### config.mk
export PLATFORM = sky130hd
export DESIGN_NAME = dual_fnv1a_message_signer
export DESIGN_NICKNAME = d
export VERILOG_FILES = /design/src/hw/rtl/dfms_pkg.sv /design/src/hw/rtl/dfms_ctrl.sv /design/src/hw/rtl/dfms_datapath.sv /design/src/hw/rtl/dual_fnv1a_message_signer.sv
export SDC_FILE = /design/constraint.sdc
export NUM_CORES = 2
export LEC_CHECK = 0
export ABC_AREA = 1
export BUFFER_PORTS_ARGS = -buffer_cell sky130_fd_sc_hd__buf_4
export CORE_MARGIN = 2
export CORE_UTILIZATION = 60
export DETAILED_ROUTE_END_ITERATION = 12
export PLACE_DENSITY = 0.79
export SLEW_MARGIN = 20
export SYNTH_ARGS = -nofsm -noshare
export SYNTH_HDL_FRONTEND = slang
export SYNTH_SLANG_ARGS = --single-unit
### constraint.sdc
create_clock -name aclk -period 10.9 [get_ports aclk]
set_input_delay 0.545 -clock aclk [delete_from_list [all_inputs] [get_ports aclk]]
set_output_delay 0.545 -clock aclk [all_outputs]
set_load 0.01 [all_outputs]
### src/hw/rtl/dfms_pkg.sv
package dfms_pkg;

    localparam int MAX_KEY_BYTES = 32;
    localparam int KEY_WORDS     = 4;
    localparam int KEY_BITS      = KEY_WORDS * 64;
    localparam int KEY_LEN_W     = 6;
    localparam int CNT_W         = 6;
    localparam int MIX_STEPS     = 12;
    localparam int CFG_IDX_W     = 3;
    localparam int REQ_W         = 2;
    localparam int S_TDATA_W     = 232;
    localparam int M_TDATA_W     = 136;

    localparam logic [63:0] FNV_BASIS    = 64'd14695981039346656037;
    localparam logic [63:0] SECOND_TWEAK = 64'h9e3779b97f4a7c15;
    localparam logic [7:0]  BYTE_MASK    = 8'hFF;

    localparam logic [CFG_IDX_W-1:0] CFG_KEY_WORD_0 = 3'd0;
    localparam logic [CFG_IDX_W-1:0] CFG_KEY_WORD_1 = 3'd1;
    localparam logic [CFG_IDX_W-1:0] CFG_KEY_WORD_2 = 3'd2;
    localparam logic [CFG_IDX_W-1:0] CFG_KEY_WORD_3 = 3'd3;
    localparam logic [CFG_IDX_W-1:0] CFG_KEY_LENGTH = 3'd4;

    typedef enum logic [REQ_W-1:0] {
        REQ_BEGIN = 2'd0,
        REQ_DATA  = 2'd1,
        REQ_END   = 2'd2
    } req_t;

    typedef enum logic [1:0] {
        ST_IDLE,
        ST_KEY,
        ST_MIX
    } state_t;

    typedef struct packed {
        logic start;
        logic key_step;
        logic mix_step;
        logic data_step;
        logic emit;
    } dfms_cmd_t;

    typedef struct packed {
        logic [KEY_LEN_W-1:0] key_len;
    } dfms_status_t;

    // multiply by the fnv prime 2^40 + 0x1b3 as shifts and adds
    function automatic logic [63:0] fnv_absorb(input logic [63:0] h, input logic [7:0] b);
        logic [63:0] x;
        x = h ^ {56'd0, b & BYTE_MASK};
        return x + (x << 1) + (x << 4) + (x << 5) + (x << 7) + (x << 8) + (x << 40);
    endfunction

endpackage

### src/hw/rtl/dfms_ctrl.sv
module dfms_ctrl
    import dfms_pkg::*;
(
    input  logic               aclk,
    input  logic               aresetn,
    input  logic               s_tvalid,
    output logic               s_tready,
    input  logic [REQ_W-1:0]   s_req,
    output logic               m_tvalid,
    input  logic               m_tready,
    input  dfms_status_t       status,
    output dfms_cmd_t          cmd
);

    state_t           state_reg, state_next;
    logic [CNT_W-1:0] cnt_reg, cnt_next;
    logic             open_reg, open_next;
    logic             out_valid_reg, out_valid_next;
    logic             accept;
    logic             is_begin;

    always_ff @(posedge aclk) begin
        if (!aresetn) begin
            state_reg     <= ST_IDLE;
            cnt_reg       <= '0;
            open_reg      <= 1'b0;
            out_valid_reg <= 1'b0;
        end else begin
            state_reg     <= state_next;
            cnt_reg       <= cnt_next;
            open_reg      <= open_next;
            out_valid_reg <= out_valid_next;
        end
    end

    assign accept   = s_tvalid && s_tready;
    assign is_begin = (s_req == REQ_BEGIN);

    always_comb begin
        state_next = state_reg;
        cnt_next   = cnt_reg;
        unique case (state_reg)
            ST_IDLE: begin
                if (accept && is_begin) begin
                    if (status.key_len != '0) begin
                        state_next = ST_KEY;
                        cnt_next   = status.key_len - CNT_W'(1);
                    end else begin
                        state_next = ST_MIX;
                        cnt_next   = CNT_W'(MIX_STEPS - 1);
                    end
                end
            end
            ST_KEY: begin
                if (cnt_reg == '0) begin
                    state_next = ST_MIX;
                    cnt_next   = CNT_W'(MIX_STEPS - 1);
                end else begin
                    cnt_next = cnt_reg - CNT_W'(1);
                end
            end
            ST_MIX: begin
                if (cnt_reg == '0) begin
                    state_next = ST_IDLE;
                end else begin
                    cnt_next = cnt_reg - CNT_W'(1);
                end
            end
            default: begin
                state_next = ST_IDLE;
            end
        endcase
    end

    always_comb begin
        cmd            = '0;
        s_tready       = 1'b0;
        open_next      = open_reg;
        out_valid_next = out_valid_reg && !m_tready;
        unique case (state_reg)
            ST_IDLE: begin
                s_tready = !out_valid_reg || m_tready;
                if (accept) begin
                    unique case (s_req)
                        REQ_BEGIN: begin
                            cmd.start = 1'b1;
                            open_next = 1'b1;
                        end
                        REQ_DATA: begin
                            cmd.data_step = open_reg;
                        end
                        REQ_END: begin
                            if (open_reg) begin
                                cmd.emit       = 1'b1;
                                open_next      = 1'b0;
                                out_valid_next = 1'b1;
                            end
                        end
                        default: begin
                        end
                    endcase
                end
            end
            ST_KEY: begin
                cmd.key_step = 1'b1;
            end
            ST_MIX: begin
                cmd.mix_step = 1'b1;
            end
            default: begin
            end
        endcase
    end

    assign m_tvalid = out_valid_reg;

endmodule

### src/hw/rtl/dfms_datapath.sv
module dfms_datapath
    import dfms_pkg::*;
(
    input  logic                 aclk,
    input  logic                 aresetn,
    input  logic                 cfg_wr_en,
    input  logic [CFG_IDX_W-1:0] cfg_wr_index,
    input  logic [63:0]          cfg_wr_data,
    input  logic [31:0]          seq,
    input  logic [63:0]          nonce,
    input  logic [7:0]           data_byte,
    input  logic [63:0]          expected_hi,
    input  logic [63:0]          expected_lo,
    input  dfms_cmd_t            cmd,
    output dfms_status_t         status,
    output logic [63:0]          sig_hi,
    output logic [63:0]          sig_lo,
    output logic                 sig_match
);

    logic [63:0]          key_word_reg [KEY_WORDS];
    logic [KEY_LEN_W-1:0] key_length_reg;

    logic [KEY_BITS-1:0]  key_sr_reg;
    logic [95:0]          sn_first_reg;
    logic [95:0]          sn_second_reg;
    logic [63:0]          hash_first_reg, hash_first_next;
    logic [63:0]          hash_second_reg, hash_second_next;
    logic [63:0]          want_hi_reg;
    logic [63:0]          want_lo_reg;
    logic [63:0]          sig_hi_reg;
    logic [63:0]          sig_lo_reg;
    logic                 sig_match_reg;

    logic [7:0]           byte_first;
    logic [7:0]           byte_second;

    always_ff @(posedge aclk) begin
        if (!aresetn) begin
            for (int i = 0; i < KEY_WORDS; i++) begin
                key_word_reg[i] <= '0;
            end
            key_length_reg <= '0;
        end else if (cfg_wr_en) begin
            unique case (cfg_wr_index) inside
                CFG_KEY_WORD_0, CFG_KEY_WORD_1, CFG_KEY_WORD_2, CFG_KEY_WORD_3: begin
                    key_word_reg[cfg_wr_index[1:0]] <= cfg_wr_data;
                end
                CFG_KEY_LENGTH: begin
                    key_length_reg <= cfg_wr_data[KEY_LEN_W-1:0];
                end
                default: begin
                end
            endcase
        end
    end

    // longer keys are cut to the maximum
    assign status.key_len = (key_length_reg > KEY_LEN_W'(MAX_KEY_BYTES))
                          ? KEY_LEN_W'(MAX_KEY_BYTES) : key_length_reg;

    always_comb begin
        byte_first  = data_byte;
        byte_second = data_byte;
        if (cmd.key_step) begin
            byte_first  = key_sr_reg[KEY_BITS-1 -: 8];
            byte_second = key_sr_reg[KEY_BITS-1 -: 8];
        end else if (cmd.mix_step) begin
            byte_first  = sn_first_reg[95:88];
            byte_second = sn_second_reg[95:88];
        end
    end

    always_comb begin
        hash_first_next  = hash_first_reg;
        hash_second_next = hash_second_reg;
        if (cmd.start) begin
            hash_first_next  = FNV_BASIS;
            hash_second_next = FNV_BASIS ^ SECOND_TWEAK;
        end else if (cmd.key_step || cmd.mix_step || cmd.data_step) begin
            hash_first_next  = fnv_absorb(hash_first_reg, byte_first);
            hash_second_next = fnv_absorb(hash_second_reg, byte_second);
        end
    end

    always_ff @(posedge aclk) begin
        hash_first_reg  <= hash_first_next;
        hash_second_reg <= hash_second_next;
        if (cmd.start) begin
            key_sr_reg    <= {key_word_reg[0], key_word_reg[1],
                              key_word_reg[2], key_word_reg[3]};
            sn_first_reg  <= {seq, nonce};
            sn_second_reg <= {nonce, seq};
            want_hi_reg   <= expected_hi;
            want_lo_reg   <= expected_lo;
        end else begin
            if (cmd.key_step) begin
                key_sr_reg <= key_sr_reg << 8;
            end
            if (cmd.mix_step) begin
                sn_first_reg  <= sn_first_reg << 8;
                sn_second_reg <= sn_second_reg << 8;
            end
        end
        if (cmd.emit) begin
            sig_hi_reg    <= hash_first_reg;
            sig_lo_reg    <= hash_second_reg;
            sig_match_reg <= (hash_first_reg == want_hi_reg) &&
                             (hash_second_reg == want_lo_reg);
        end
    end

    assign sig_hi    = sig_hi_reg;
    assign sig_lo    = sig_lo_reg;
    assign sig_match = sig_match_reg;

endmodule

### src/hw/rtl/dual_fnv1a_message_signer.sv
// payload transaction: both hashes updated in the cycle of acceptance, if a message is open
// end transaction: result in the output register in the cycle after acceptance, if a message is open
// begin transaction: key_length key bytes (up to 32), then 12 seq/nonce bytes, one byte per cycle through
// one shift-and-add absorb unit per hash; no transaction is taken meanwhile
// synchronous active-low reset clears key registers, key length, open flag and m_tvalid
module dual_fnv1a_message_signer
    import dfms_pkg::*;
(
    input  logic                 aclk,
    input  logic                 aresetn,
    input  logic                 cfg_wr_en,
    input  logic [CFG_IDX_W-1:0] cfg_wr_index,
    input  logic [63:0]          cfg_wr_data,
    input  logic                 s_tvalid,
    output logic                 s_tready,
    // seq, nonce, data_byte, expected_hi, expected_lo
    input  logic [S_TDATA_W-1:0] s_tdata,
    // req_type
    input  logic [REQ_W-1:0]     s_tuser,
    output logic                 m_tvalid,
    input  logic                 m_tready,
    // sig_hi, sig_lo, sig_match, zero fill
    output logic [M_TDATA_W-1:0] m_tdata
);

    dfms_cmd_t    cmd;
    dfms_status_t status;
    logic [63:0]  sig_hi;
    logic [63:0]  sig_lo;
    logic         sig_match;

    dfms_ctrl u_ctrl (
        .aclk     (aclk),
        .aresetn  (aresetn),
        .s_tvalid (s_tvalid),
        .s_tready (s_tready),
        .s_req    (s_tuser),
        .m_tvalid (m_tvalid),
        .m_tready (m_tready),
        .status   (status),
        .cmd      (cmd)
    );

    dfms_datapath u_datapath (
        .aclk         (aclk),
        .aresetn      (aresetn),
        .cfg_wr_en    (cfg_wr_en),
        .cfg_wr_index (cfg_wr_index),
        .cfg_wr_data  (cfg_wr_data),
        .seq          (s_tdata[31:0]),
        .nonce        (s_tdata[95:32]),
        .data_byte    (s_tdata[103:96]),
        .expected_hi  (s_tdata[167:104]),
        .expected_lo  (s_tdata[231:168]),
        .cmd          (cmd),
        .status       (status),
        .sig_hi       (sig_hi),
        .sig_lo       (sig_lo),
        .sig_match    (sig_match)
    );

    assign m_tdata = {7'd0, sig_match, sig_lo, sig_hi};

endmodule
==> results.md <==
- Outcome: finished clean
- CTS max path bufs: 3
- Nets: 8895
- Avg Inst Size Synth: 9.218 um^2
- Worst-path fanout max: 27
- # clock sinks: 1105
- Total CTS buffers: 114
- CTS tree: yes
- Most numerous cell in the Yosys netlist: nand2_1
- Unique masters post-synth: 48
- RSZ-0062 raised after global routing: no
- Setup TNS: 0 ps
- Slew margin rel.: 24.86%
- WL/cell: 20.97 um
- Ys flop type: edfxtp_1
- Post-synthesis async set-or-reset flop share: 0%
- Cells after Synth: 7349
- Maximum clock frequency: 0.1672 GHz
- Total Routing Usage GR: 34.64%
- Vias/cell: 5.412
- Vias in the first global route: 51352
- WP data arrival: 6580 ps
- Critical path origin: u_ctrl.state_reg[1]$_SDFFE_PN0P_
- Iteration-0 DRC Markers: 5266
- Worst-Margin Slew: 1127 ps
- Post-route clock skew: 93.37 ps
- CTS root buffer: clkbuf_16
- Via count: 51361
- Sequential share of the synthesized area: 46.85%
- CP endpoint kind: flip-flop
- Hold-critical path depth: 1
- Synth top area share: 42.60%
- Hold path start: s_tdata[174]
- Hold_ws: 43.06 ps
- Post-CTS Setup Bufs: 0
- Design area: 0.07765 mm^2
- CTS resizes: 0
- Largest net degree at the start of global routing: 239
- Post-synth top area cell: edfxtp_1
- Placed cell areas: 0.07243 mm^2
- EDFF count, synth: 961
- Total Wirelength: 199000 um
- Antenna violations before repair: 16
- Overflow after GRT: 0
- Setup violators final: 0
- DP Cell Count: 9146
- Die X: 340.0 um
- Mapped Area: 0.06774 mm^2
- Num rows: 123
- Area contributors post-synth: edfxtp_1 (43%), fa_1 (14%), nand2_1 (13%), inv_1 (8.0%), dfxtp_1 (4.3%)
- CP startpoint kind: flip-flop
- Die Y: 340.0 um
- Die area: 0.1156 mm^2
- Synth warn: 0
- #FFs+latches synth: 1105
- Area Growth Syn to Fin: 14.62%
- DP Wirelength: 143500 um
- Core box area: 0.1122 mm^2
- PortBufs: 436
- Worst-Skew Late Latency: 790 ps
- Max Transition Viols Final: 0
- First-pass DRT Iterations: 6
- Max_cap viols: 0
- Crit-path slowest cell: fa_1
- Reg-to-reg startpoint: u_ctrl.state_reg[1]$_SDFFE_PN0P_
- Final min period: 5982 ps
- Max incr delay on CP: 560 ps
- ANT nets after route: 0
- Most frequent cells after synthesis: nand2_1 (2422), inv_1 (1439), edfxtp_1 (961), fa_1 (483), nor2_1 (461)
- Starting density of the core: 60.38%
- DRC Markers: 0
- Share of layout cells above drive strength 1: 9.099%
- RD Place Congestion: 1.015
- Worst min path class: input port to flip-flop
- Most used cell, CP: nand2_1
- First-pass GRT wire length: 302400 um
- Clock slew at reported path FFs: 60 ps
- Fin crit share: 54.88%
- Depth of the CTS H-tree: 3
- Top Ports: 444
- R2R depth: 25
- Non-Filler Instances: 9491
- Worst Path Required: 11500 ps
- CP Class: flip-flop to flip-flop
- Final hold vios: 0
path summary, 6_finish.rpt:
| path | to | slack (ps) |
|---|---|---|
| min reg2reg | u_datapath.key_sr_reg[16]$_DFFE_PP_ | 460 |
| min | u_datapath.want_lo_reg[6]$_DFFE_PP_ | 40 |
| max | u_datapath.hash_second_reg[50]$_SDFFE_PP1P_ | 4920 |
| max reg2reg | u_datapath.hash_second_reg[50]$_SDFFE_PP1P_ | 4920 |
metal layers:
metal	vias to the layer above	wire length, um	global-route usage (%)
met4	8	8025	12.93
li1	23807	-	-
met3	412	18400	6.680
met5	-	46	0
met1	24708	79390	47.53
met2	2426	93120	55.29
cell families after synthesis:
kind of cell	count (synthesis)	share of synthesized area (%)
buffers and inverters	1626	9.276
and+or+nand+nor	3362	19.83
other	1	0.005536
AOI/OAI and AO/OA	352	2.894
DFF	1105	46.85
adders and majority gates	708	18.43
xor gates and xnor gates	195	2.710
cell usage in the layout (no fill, tap or decap), types with 114 or more instances in the layout:
cell,instances
nand2_1,2417
ha_1,225
buf_4,464
dlygate4sd3_1,117
nand3_1,248
fa_1,483
edfxtp_1,961
nor2_1,460
a21oi_1,132
o21ai_0,141
clkbuf_16,114
dfxtp_1,144
inv_1,1439
repair_timing:
| action | CTS | global route |
|---|---|---|
| endpoints found under the setup margin | 0 | 0 |
| hold buffers | 117 | 0 |
| endpoints found under the hold margin | 117 | 0 |
through the flow:
| step | utilization (%) | worst slack (ps) |
|---|---|---|
| after floorplan | - | 3157 |
| after global placement | 64.56 | 5019 |
| after detailed placement | 64.56 | 4978 |
| after CTS | 69.12 | 4957 |
| after global routing | 69.20 | 4499 |
| final | 69.21 | 4918 |
worst max-delay path: cells and delay by family, from the launching register on:
kind | cells | cell delay, ps
AND/OR/NAND/NOR | 12 | 1850
buffers and inverters | 6 | 790
adder cells (fa/ha/maj) | 6 | 2580
flip-flops | 1 | 350
XOR/XNOR | 1 | 280
layout make-up:
cell class	instances	area, um^2
clock buffer	131	2947
sequential	1105	31740
timing repair buffer	586	4761
inverter	1450	5455
fill	8601	34550
multi-input combinational	4624	29830
antenna	12	30.03
clock inverter	83	1003
tap	1500	1877
Power is not shown: default switching activity piles up to over one toggle a cycle in this logic, so the estimate is an artifact.
